===== src/hdl/tracking_differentiator_fhan_assert.svh =====
// assertion macros for the tracking differentiator
// expects clk and rst in the scope of each use
`ifndef TRACKING_DIFFERENTIATOR_FHAN_ASSERT_SVH
`define TRACKING_DIFFERENTIATOR_FHAN_ASSERT_SVH
`ifndef NO_ASSERTIONS
`define TDF_ASSERT(label, cond, msg) \
  label: assert property (@(posedge clk) disable iff (rst) (cond)) else $error(msg);
`define TDF_ASSERT_NEXT(label, pre, post, msg) \
  label: assert property (@(posedge clk) disable iff (rst) (pre) |=> (post)) else $error(msg);
`else
`define TDF_ASSERT(label, cond, msg)
`define TDF_ASSERT_NEXT(label, pre, post, msg)
`endif
`endif


===== src/hdl/tdf_pkg.sv =====
// shared types, constants and saturating helpers for the tracking differentiator
// no dependencies
`default_nettype none
package tdf_pkg;
  localparam int SW = 48;
  localparam int SQ_STEPS = 40;
  localparam int DV_STEPS = 32;

  typedef logic signed [SW-1:0] sval_t;

  localparam sval_t SMAX = {1'b0, {(SW-1){1'b1}}};
  localparam sval_t SMIN = {1'b1, {(SW-1){1'b0}}};
  localparam sval_t EPS = 48'sd1;
  localparam sval_t NEG_EPS = -48'sd1;

  localparam logic [1:0] CFG_SPEED = 2'd0;
  localparam logic [1:0] CFG_FILTER = 2'd1;
  localparam logic [1:0] CFG_INTEG = 2'd2;

  typedef enum logic [4:0] {
    OP_NONE, OP_LOAD, OP_D1, OP_D2, OP_A0, OP_Y, OP_S, OP_M1, OP_M2, OP_M3,
    OP_SQ, OP_A, OP_AM, OP_DV0, OP_DV, OP_FH, OP_P, OP_V
  } op_t;

  typedef struct packed {
    logic take;
    op_t  op;
  } cmd_t;

  typedef struct packed {
    logic last;
    logic out_free;
  } sts_t;

  function automatic sval_t sat_add(sval_t a, sval_t b);
    logic signed [SW:0] s;
    s = {a[SW-1], a} + {b[SW-1], b};
    if (s[SW] != s[SW-1]) return s[SW] ? SMIN : SMAX;
    return s[SW-1:0];
  endfunction

  function automatic sval_t sat_sub(sval_t a, sval_t b);
    logic signed [SW:0] s;
    s = {a[SW-1], a} - {b[SW-1], b};
    if (s[SW] != s[SW-1]) return s[SW] ? SMIN : SMAX;
    return s[SW-1:0];
  endfunction

  function automatic logic [SW-1:0] magof(sval_t v);
    return v[SW-1] ? $unsigned(~v) + 48'd1 : $unsigned(v);
  endfunction

  function automatic sval_t from_mag(logic neg, logic [63:0] m);
    logic [63:0] lim;
    lim = {16'd0, 1'b0, {(SW-1){1'b1}}};
    if (m > lim) return neg ? SMIN : SMAX;
    return neg ? -$signed(m[SW-1:0]) : $signed(m[SW-1:0]);
  endfunction

  function automatic logic fsg(sval_t x, sval_t d);
    return (sat_add(x, d) > EPS) && (sat_sub(x, d) < NEG_EPS);
  endfunction
endpackage
`default_nettype wire


===== src/hdl/tdf_ctrl.sv =====
// sequencer for the fhan step: walks the datapath through one item
// depends on tdf_pkg
`default_nettype none
module tdf_ctrl import tdf_pkg::*; (
  input  wire  logic clk,
  input  wire  logic rst,
  input  wire  logic in_valid,
  output logic       in_ready,
  input  wire  sts_t sts,
  output cmd_t       cmd
);
  typedef enum logic [4:0] {
    S_IDLE, S_LOAD, S_D1, S_D2, S_A0, S_Y, S_S, S_M1, S_M2, S_M3,
    S_SQ, S_A, S_AM, S_DV0, S_DV, S_FH, S_P, S_V
  } state_t;

  state_t state, state_next;

  assign in_ready = (state == S_IDLE);

  always_comb begin
    state_next = state;
    cmd.take = in_valid && (state == S_IDLE);
    cmd.op = OP_NONE;
    unique case (state)
      S_IDLE: if (in_valid) state_next = S_LOAD;
      S_LOAD: begin cmd.op = OP_LOAD; state_next = S_D1; end
      S_D1:   begin cmd.op = OP_D1; state_next = S_D2; end
      S_D2:   begin cmd.op = OP_D2; state_next = S_A0; end
      S_A0:   begin cmd.op = OP_A0; state_next = S_Y; end
      S_Y:    begin cmd.op = OP_Y; state_next = S_S; end
      S_S:    begin cmd.op = OP_S; state_next = S_M1; end
      S_M1:   begin cmd.op = OP_M1; state_next = S_M2; end
      S_M2:   begin cmd.op = OP_M2; state_next = S_M3; end
      S_M3:   begin cmd.op = OP_M3; state_next = S_SQ; end
      S_SQ: begin
        cmd.op = OP_SQ;
        if (sts.last) state_next = S_A;
      end
      S_A:    begin cmd.op = OP_A; state_next = S_AM; end
      S_AM:   begin cmd.op = OP_AM; state_next = S_DV0; end
      S_DV0:  begin cmd.op = OP_DV0; state_next = S_DV; end
      S_DV: begin
        cmd.op = OP_DV;
        if (sts.last) state_next = S_FH;
      end
      S_FH:   begin cmd.op = OP_FH; state_next = S_P; end
      S_P:    begin cmd.op = OP_P; state_next = S_V; end
      S_V: begin
        if (sts.out_free) begin
          cmd.op = OP_V;
          state_next = S_IDLE;
        end
      end
      default: state_next = S_IDLE;
    endcase
  end

  always_ff @(posedge clk) begin
    if (rst) state <= S_IDLE;
    else state <= state_next;
  end
endmodule
`default_nettype wire


===== config.mk =====
export PLATFORM = sky130hd
export DESIGN_NAME = tdf_ctrl
export DESIGN_NICKNAME = d
export VERILOG_FILES = /design/src/hdl/tracking_differentiator_fhan_assert.svh /design/src/hdl/tdf_pkg.sv /design/src/hdl/tdf_ctrl.sv
export SDC_FILE = /design/constraint.sdc
export NUM_CORES = 1
export LEC_CHECK = 0
export ABC_AREA = 1
export BUFFER_PORTS_ARGS = -buffer_cell sky130_fd_sc_hd__buf_2
export CORE_AREA = 4 4 41 43
export CTS_BUF_LIST = sky130_fd_sc_hd__clkbuf_8 sky130_fd_sc_hd__clkbuf_16
export CTS_CLUSTER_SIZE = 10
export DETAILED_ROUTE_END_ITERATION = 10
export DIE_AREA = 0 0 45 47
export GPL_TIMING_DRIVEN = 0
export PLACE_DENSITY = 0.63
export RECOVER_POWER = 50
export SLEW_MARGIN = 25
export SYNTH_ARGS = -nofsm -noshare
export SYNTH_HDL_FRONTEND = slang
export SYNTH_SLANG_ARGS = --single-unit

===== constraint.sdc =====
create_clock -name clk -period 1.3 [get_ports clk]
set_clock_uncertainty 0.05 [all_clocks]
set_input_delay 0 -clock clk [delete_from_list [all_inputs] [get_ports clk]]
set_output_delay 0 -clock clk [all_outputs]
set_load 0.05 [all_outputs]

* After elaboration in Yosys (flattened, before gate mapping)
Cells that the tools add are included.
** Word-level totals
- Flip-flop bits (word level) :: 5
- Input bits :: 5
- Logic and storage cells :: 32
** Operators by class
- Equality and inequality tests :: 21
- Muxes and demuxes :: 7
- Reductions and logical operators :: 3
** Operators by type and width (count)
- $pmux W5 S18 :: 1
- $pmux W5 S17 :: 1
- $eq A5 B4 Y1 const B :: 8
- $mux W5 :: 5
- $eq A5 B3 Y1 const B :: 4
- $eq A5 B2 Y1 const B :: 2
- $eq A5 B5 Y1 const B :: 2
- $ne A2 B2 Y1 const B :: 4
- $eq A5 B1 Y1 const B :: 1
- $logic_not A5 Y1 :: 1
- $reduce_and A4 Y1 :: 1
- $logic_and A1 B1 Y1 :: 1

* Longest topological paths before layout
Gate-level depths: netlist (run 1).
- Depth in word-level cells :: 3
- Gate-level depth with buffers :: 8
- Gate-level depth less buffers :: 8

* Worst setup path after synthesis (run 1)
No wires, ideal clock.
- Path kind :: flip-flop to output port
- Start :: register state[2]
- End :: output cmd[0] (netlist bit)
- Arrival time :: 1440 ps
- Data required time :: 1250 ps
- Slack :: -190 ps
- Stages on the path, launching flop included :: 7
- Path buffers :: 0
- Cell sequence :: dfxtp_1 > inv_2 > nor2_4 > nand2_1 > nor2_2 > a31oi_1 > nand3_1
** RTL lines
- from (decl) :: line tdf_ctrl.sv:17 : state_t state, state_next;
- from (signal assigned) :: line tdf_ctrl.sv:61 : else state <= state_next;
- to (decl) :: line tdf_ctrl.sv:10 : output cmd_t cmd

==> results of run 1 <==
-- kinds of logic (layout without fill, tap and decap cells) --
kind of cell | count (synthesis) | count (layout) | share of synthesized area, %
AOI/OAI and AO/OA | 9 | 9 | 11.8
buffers and inverters | 13 | 34 | 11.5
DFF | 5 | 5 | 23.0
and+or+nand+nor | 51 | 51 | 53.7
-- layer usage --
metal,wire length [µm],up-vias,GRT usage [%]
met5,0,-,0
met4,11,0,5.26
met3,14,2,1.15
met2,665,5,24.0
met1,467,247,12.5
li1,-,290,-
-- power breakdown --
group	total, mW	leakage [nW]	switching [mW]	internal, mW
Sequential	0.196	0.0441	0.0280	0.168
Clock	0.272	0.0269	0.0702	0.202
Combinational	0.351	0.285	0.230	0.121
Total	0.819	0.356	0.328	0.491
-- worst max-delay path, delay by kind of cell, from the launching register on --
family | cells | cell delay [ps]
AOI/OAI and AO/OA | 2 | 220
DFF | 1 | 310
buffers and inverters | 3 | 360
and+or+nand+nor | 2 | 170
-- through the flow --
stage | utilization [%] | instances | worst slack [ps]
global route | 55.1 | 114 | -109
CTS | 51.9 | 112 | -34.7
finish | 55.1 | 114 | -28.8
floorplan | - | 78 | 10.6
detailed placement | 40.2 | 104 | -91.1
global placement | 40.2 | 104 | -91.1
-- final timing paths --
kind,cells past startpoint,end,start
min,4,state[0],sts[0]
max reg2reg,9,state[3],state[4]
min reg2reg,4,state[2],state[3]
max,7,cmd[0],state[4]
-- synth_stat cells --
cell	number
nor2_4	2
o21ai_0	2
nand3b_1	1
a21oi_1	2
inv_2	3
nor2_2	4
o21ai_1	1
dfxtp_1	5
inv_1	9
nor2_1	14
nand4_1	2
nand3_1	7
a31oi_1	3
nand2_1	21
buf_2	1
o21bai_1	1
-- layout make-up --
cell class,instances,area (µm²),area share (%)
clock inverter,1,3.75,0.524
sequential,5,116,16.2
tap,15,18.8,2.62
multi-input combinational,60,349,48.7
buffer,1,11.3,1.57
timing repair buffer,17,124,17.3
clock buffer,3,41.3,5.76
inverter,12,52.6,7.33
-- what timing repair did --
action                                  in CTS  in global routing
hold buffers                                 1                  0
gates resized for setup                     28                  9
endpoints found under the setup margin       5                  6
pin swaps                                    3                  6
buffers inserted                             3                  2
endpoints found under the hold margin        4                  0
==> impl_metrics.json, run 1 <==
{
  "die_h_um": 47,
  "grt_pass1_wl_um": 1890,
  "grt_pass1_vias": 490,
  "n_antenna_cell": 0,
  "coreArea_um2": 1300,
  "p_total_uw": 819,
  "grt_overflow": 0,
  "drv_slew": 0,
  "startpoint_type": "flop",
  "min_period_ps": 1330,
  "dpl_cell_area_um2": 523,
  "leakagePower_nw": 0.356,
  "violations": "setup timing",
  "status": "complete, but fails checks",
  "wl_per_cell_um": 10.2,
  "crit_chain": "buf_6, inv_8, nand2_4, o21ai_1, a31oi_1, nand3_2, buf_8",
  "syn_area_per_cell_um2": 5.58,
  "pwr_density_cell_nw_per_um2": 1140,
  "finalHoldViolCount": 0,
  "seq_area_frac_synth_pct": 23.0,
  "final_common_cell": "nand2_1",
  "synth_area_leader_cell": "dfxtp_1",
  "r2r_slack_ps": 40,
  "cts.reportedPaths.clkPinSlew_ps": 30,
  "slowest_delay_ps": 310,
  "synth_area_leaders": "dfxtp_1, nand2_1, nor2_1",
  "cts_root_buf": "clkbuf_8",
  "grt_max_degree": 8,
  "crit_type": "reg2out",
  "top_register": "state",
  "syn2layout_area_growth_pct": 64.7,
  "avgViaCountPerCell": 4.77,
  "layout_common_cells": "nand2_1, inv_1, nor2_1",
  "setup_ws_ps": -28.8,
  "tns_ps": -28.8,
  "final_area_um2": 717,
  "io_buffers": 11,
  "first_pass_iters": 3,
  "cp_max_fo": 6,
  "clockBufferDepth": 2,
  "worst_pin_slew_ps": 275,
  "synth_cell_types": 16,
  "die_x_um": 45,
  "largest_register_ffs": 5,
  "yosys_register_bits": 5,
  "cp_data_arrival_time_ps": 1280,
  "die_area_um2": 2120,
  "routed_wl_um": 1160,
  "clkSinkCount": 5,
  "worstSkewPairLatency_ps": 220,
  "slowest_stage": "dfxtp_2",
  "maxSlewHeadroom_pct": 81.7,
  "critical_path_required_ps": 1250,
  "start_util_pct": 33.5,
  "maxCapViolations": 0,
  "drcViolationCount": 0,
  "ys_warn_count": 0,
  "rsz0062_at_grt": "true",
  "drt_iter0_drc": 7,
  "vdd_drop_max_uv": 801,
  "fillerInstances": 126,
  "ant_nets": 0,
  "antenna_found_initial": 0,
  "cts_buffers": 3,
  "fin_nets": 105,
  "fmax_mhz": 753,
  "vias": 544,
  "drive_gt1_share_pct": 47.5,
  "whs_ps": 39.2,
  "place.gp.congestion": 0.928,
  "synth_area_um2": 435,
  "row_count": 13,
  "finalCritPeriodShare_pct": 102,
  "synth_top_cell_area_share_pct": 23.0,
  "cp-end-kind": "primary output",
  "reg.largest.list": "state (5)",
  "boundaryPins": 12,
  "grt.total_usage_pct": 12.0,
  "cts_tree": "done",
  "synth_cells": 78,
  "synth_fp_nets": 83,
  "min_path_type": "in2reg",
  "htree_levels": 1,
  "dp_hpwl_um": 862,
  "finalSetupViolCount": 1
}
(Power assumes the default switching activity.)
==> run 2, diff against run 1 <==
--- a/config.mk
+++ b/config.mk
@@ -12,7 +12,6 @@
 export CTS_CLUSTER_SIZE = 10
 export DETAILED_ROUTE_END_ITERATION = 10
 export DIE_AREA = 0 0 45 47
-export GPL_TIMING_DRIVEN = 0
 export PLACE_DENSITY = 0.63
 export RECOVER_POWER = 50
 export SLEW_MARGIN = 25
==> constraint.sdc (replaced) <==
create_clock -name clk -period 1.3 [get_ports clk]
set_clock_uncertainty 0.05 [all_clocks]
set_input_delay 0 -clock clk [delete_from_list [all_inputs] [get_ports clk]]
set_output_delay 0 -clock clk [all_outputs]
set_load 0.01 [all_outputs]
==> impl_metrics.json, run 2 (synthesized netlist as in run 1, its figures left out) <==
{
  "fin_cells": 117,
  "drv_slew": 0,
  "antenna_found_initial": 0,
  "cp_top_family": "flip-flops",
  "cp-end-kind": "primary output",
  "vdd_drop_max_uv": 650,
  "hp-start": "sts[0]",
  "grt_pass1_wl_um": 1990,
  "r2r-end": "state[4]",
  "row_count": 13,
  "min_to": "state[0]",
  "crit_chain": "inv_2, nor2_4, nand2_1, o21ai_1, a31oi_1, nand3_1, buf_2",
  "grt_pass1_vias": 479,
  "reg.largest.list": "state (5)",
  "cp_data_arrival_time_ps": 1240,
  "final_common_cell": "nand2_1",
  "layout_common_cells": "nand2_1, nor2_1, buf_2",
  "cts_tree": "done",
  "grt_max_degree": 10,
  "min_path_type": "in2reg",
  "grt.total_usage_pct": 12.9,
  "r2r_start": "state[0]",
  "avgViaCountPerCell": 4.86,
  "syn2layout_area_growth_pct": 52.0,
  "hold_path_depth": 4,
  "startpoint_type": "flop",
  "clockBufferDepth": 2,
  "drive_gt1_share_pct": 42.2,
  "placedCellCount": 107,
  "rsz0062_at_grt": "true",
  "place.gp.congestion": 0.826,
  "routed_wl_um": 1240,
  "r2r_slack_ps": 80,
  "met3_usage_pct": 1.53,
  "clkSinkCount": 5,
  "boundaryPins": 12,
  "seq_area_um2": 116,
  "pwr_density_cell_nw_per_um2": 1060,
  "r2r_cells": 7,
  "maxSlewHeadroom_pct": 85.5,
  "slowest_stage": "dfxtp_4",
  "cp_max_fo": 5,
  "slowest_delay_ps": 380,
  "worst_pin_slew_ps": 216,
  "leakagePower_nw": 0.344,
  "cp_num_buf_inv": 2,
  "fillerInstances": 143,
  "busiest_layer": "met2",
  "multi_input_area_um2": 305,
  "p_total_uw": 703,
  "first_pass_iters": 4,
  "grt_overflow": 0,
  "fmax_mhz": 774,
  "htree_levels": 1,
  "min_period_ps": 1290,
  "finalHoldViolCount": 0,
  "finalSetupViolCount": 0,
  "n_antenna_cell": 0,
  "die_x_um": 45,
  "cts_root_buf": "clkbuf_8",
  "finalCritPeriodShare_pct": 99.4,
  "grt_util_met2_pct": 22.6,
  "crit_type": "reg2out",
  "critical_path_required_ps": 1250,
  "vias": 569,
  "drcViolationCount": 0,
  "coreArea_um2": 1300,
  "cts_buffers": 3,
  "start_util_pct": 33.5,
  "drt_iter0_drc": 11,
  "die_area_um2": 2120,
  "top_register": "state",
  "worstSkewPairLatency_ps": 220,
  "dp_hpwl_um": 892,
  "die_h_um": 47,
  "fin_nets": 108,
  "wl_per_cell_um": 10.6,
  "largest_register_ffs": 5,
  "status": "completed",
  "ant_nets": 0,
  "maxCapViolations": 0,
  "cts.reportedPaths.clkPinSlew_ps": 30,
  "io_buffers": 11,
  "met1_usage_pct": 14.5
}
## run 2: cell count changes in the layout (fill, tap and decap cells not counted), sizes merged
| cell | change |
|---|---|
| clkbuf | -1 |
| buf | +4 |
## run 2: worst max-delay path by stage
stage          startpoint        to  slack [ps]  depth (start not counted)
2_1_floorplan    state[4]  state[3]         160                          8
3_3_place_gp     state[0]  state[0]          30                          7
3_5_place_dp     state[0]  state[0]          60                          7
4_1_cts          state[0]    cmd[5]           5                          5
5_1_grt          state[0]    cmd[0]         -80                          7
6_report         state[0]    cmd[0]           8                          7
## run 2: per-layer routing
metal  part of all wire (%)  vias up
li1                       -      298
met1                     38      250
met2                     55       18
met3                    4.7        3
met4                    2.3        0
met5                      0        -
## run 2: power by group
part / internal, mW / switching [mW]
Clock: 0.202 / 0.0720
Sequential: 0.168 / 0.0263
Combinational: 0.108 / 0.127
## run 2: what timing repair did
item	4_1_cts	5_1_grt
hold endpoints to repair	4	0
setup buffers	3	2
hold buffers	1	0
pin swaps	3	4
setup endpoints to repair	3	7
resized for setup	9	9
## run 2: per-stage QoR
| stage | hold WS (ps) | worst slack (ps) | TNS (ps) | utilization, % | cell area [µm²] |
|---|---|---|---|---|---|
| after floorplan | 19.1 | 160 | 0 | - | 435 |
| after global placement | 184 | 26.1 | 0 | 41.1 | 534 |
| after detailed placement | 183 | 56.2 | 0 | 41.1 | 534 |
| after CTS | 31.3 | 5.33 | 0 | 48.3 | 628 |
| after global routing | 65.0 | -82.0 | -240 | 50.9 | 662 |
| final | 36.2 | 7.95 | 0 | 50.9 | 662 |
## run 2: cell type report
cell class | instances | share of cell area (%)
multi-input combinational | 60 | 46.1
timing repair buffer | 21 | 19.8
sequential | 5 | 17.6
inverter | 12 | 6.81
clock buffer | 3 | 6.24
tap | 15 | 2.84
clock inverter | 1 | 0.567
## run 2: worst min-delay path: cells and delay by family
family	cells	cell delay, ps
buffers and inverters	2	150
AO/OA/AOI/OAI	1	60
AND/OR/NAND/NOR	1	50
==> run 3, diff against run 2 <==
--- a/config.mk
+++ b/config.mk
@@ -12,7 +12,7 @@
 export CTS_CLUSTER_SIZE = 10
 export DETAILED_ROUTE_END_ITERATION = 10
 export DIE_AREA = 0 0 45 47
-export PLACE_DENSITY = 0.63
+export PLACE_DENSITY_LB_ADDON = 0.05
 export RECOVER_POWER = 50
 export SLEW_MARGIN = 25
 export SYNTH_ARGS = -nofsm -noshare
==> impl_metrics.json, run 3 (synthesized netlist as in run 1, its figures left out) <==
{
  "startpoint_type": "flop",
  "cp-end-kind": "primary output",
  "r2r-end": "state[0]",
  "vias": 582,
  "fillerInstances": 147,
  "r2r_slack_ps": 40,
  "min_to": "state[0]",
  "leakagePower_nw": 0.358,
  "worst_pin_slew_ps": 220,
  "power.share.sequential_pct": 27.5,
  "drv_slew": 0,
  "pwr_density_cell_nw_per_um2": 1030,
  "clockBufferDepth": 2,
  "vdd_drop_max_uv": 634,
  "routed_wl_um": 1430,
  "hold_path_depth": 4,
  "dpl_worst_slack_ps": 45.9,
  "cts_root_buf": "clkbuf_8",
  "drive_gt1_share_pct": 48.5,
  "clkPwrFrac_pct": 37.6,
  "crit_type": "reg2out",
  "finalSetupViolCount": 0,
  "grt.total_usage_pct": 14.7,
  "die_area_um2": 2120,
  "coreArea_um2": 1300,
  "drt_iter0_drc": 4,
  "grt_pass1_vias": 497,
  "r2r_start": "state[2]",
  "status": "completed",
  "setup_ws_ps": 11.7,
  "fin_cells": 118,
  "syn2layout_area_growth_pct": 64.7,
  "htree_levels": 1,
  "ant_nets": 0,
  "reg.largest.list": "state (5)",
  "rsz0062_at_grt": "true",
  "min_path_type": "in2reg",
  "n_antenna_cell": 0,
  "finalHoldViolCount": 0,
  "seq_area_um2": 116,
  "hp-start": "sts[0]",
  "maxSlewHeadroom_pct": 85.2,
  "boundaryPins": 12,
  "row_count": 13,
  "cp_data_arrival_time_ps": 1240,
  "cts_buffers": 3,
  "combPwrFrac_pct": 34.8,
  "slowest_stage": "dfxtp_4",
  "top_register": "state",
  "cts_tree": "done",
  "placedCellCount": 109,
  "crit_chain": "nand2_2, nor2_4, nand2_1, o21ai_1, a31oi_1, nand3_1, buf_2",
  "p_int_uw": 485,
  "fmax_mhz": 776,
  "maxCapViolations": 0,
  "wl_per_cell_um": 12.1,
  "tns_ps": 0,
  "r2r_cells": 8,
  "multi_input_area_um2": 337,
  "grt_pass1_wl_um": 2170,
  "cp_max_fo": 5,
  "io_buffers": 11,
  "first_pass_iters": 4,
  "die_h_um": 47,
  "die_x_um": 45,
  "layout_common_cells": "nand2_1, buf_2, buf_4",
  "grt_overflow": 0,
  "grt_max_degree": 10,
  "dp_hpwl_um": 995,
  "min_period_ps": 1290,
  "swShare_pct": 34.0,
  "clkSinkCount": 5,
  "worstSkewPairLatency_ps": 220,
  "cts.reportedPaths.clkPinSlew_ps": 30,
  "antenna_found_initial": 0,
  "final_common_cell": "nand2_1",
  "start_util_pct": 33.5,
  "place.gp.congestion": 0.837,
  "slowest_delay_ps": 400,
  "avgViaCountPerCell": 4.93,
  "fin_nets": 109,
  "finalCritPeriodShare_pct": 99.1,
  "whs_ps": 72.4,
  "net-switching-power_uw": 250,
  "critical_path_required_ps": 1250,
  "drcViolationCount": 0,
  "largest_register_ffs": 5
}
==> run 3: worst max-delay path: cells and delay by family, from the launching register on <==
kind                   cells  cell delay [ps]
DFF                        1              400
and+or+nand+nor            4              350
AOI/OAI and AO/OA          2              130
buffers and inverters      1              130
==> run 3: stage by stage <==
step / utilization [%] / power, mW / area, µm²
5_1_grt: 55.1 / 0.793 / 717
3_5_place_dp: 42.2 / 0.392 / 549
3_3_place_gp: 42.2 / 0.394 / 549
4_1_cts: 49.9 / 0.698 / 649
6_report: 55.1 / 0.735 / 717
2_1_floorplan: - / 0.311 / 435
==> run 3: timing repair <==
| action | 4_1_cts | 5_1_grt |
|---|---|---|
| hold buffers | 1 | 0 |
| buffers inserted | 2 | 2 |
| cloned | 0 | 0 |
| pin swaps | 3 | 7 |
| resized for setup | 14 | 17 |
| endpoints found under the setup margin | 3 | 5 |
| hold endpoints to repair | 4 | 0 |
==> run 3: layer usage <==
metal / part of all wire (%) / vias to the layer above / wire length [µm] / GRT usage, %
met5: 0 / - / 0 / 0
met4: 2.5 / 0 / 35 / 12.3
met3: 7.3 / 4 / 104 / 2.30
met2: 49 / 19 / 702 / 22.0
met1: 41 / 261 / 584 / 18.4
li1: - / 298 / - / -
==> run 3: power by group through the flow <==
stage / Sequential (mW) / Combinational (mW) / Clock, mW
3_3_place_gp: 0.186 / 0.208 / 0
6_report: 0.202 / 0.256 / 0.277
4_1_cts: 0.188 / 0.224 / 0.287
3_5_place_dp: 0.187 / 0.205 / 0
5_1_grt: 0.204 / 0.286 / 0.303
2_1_floorplan: 0.182 / 0.129 / 0
==> run 3: cell type report <==
class	count	area share, %
multi-input cells	60	46.9
clock buffers	3	5.76
well taps	15	2.62
clock inverters	1	0.524
flip-flops and latches	5	16.2
repair buffers	22	20.9
inverters	12	6.98
==> run 3: worst max-delay path by stage <==
stage / start / end / slack [ps] / cells after the start
detailed placement: state[0] / cmd[0] / 50 / 7
floorplan: state[4] / state[3] / 160 / 8
finish: state[0] / cmd[0] / 10 / 7
global placement: state[0] / state[2] / 30 / 5
CTS: state[4] / cmd[0] / 2 / 6
global route: state[0] / cmd[0] / -60 / 6
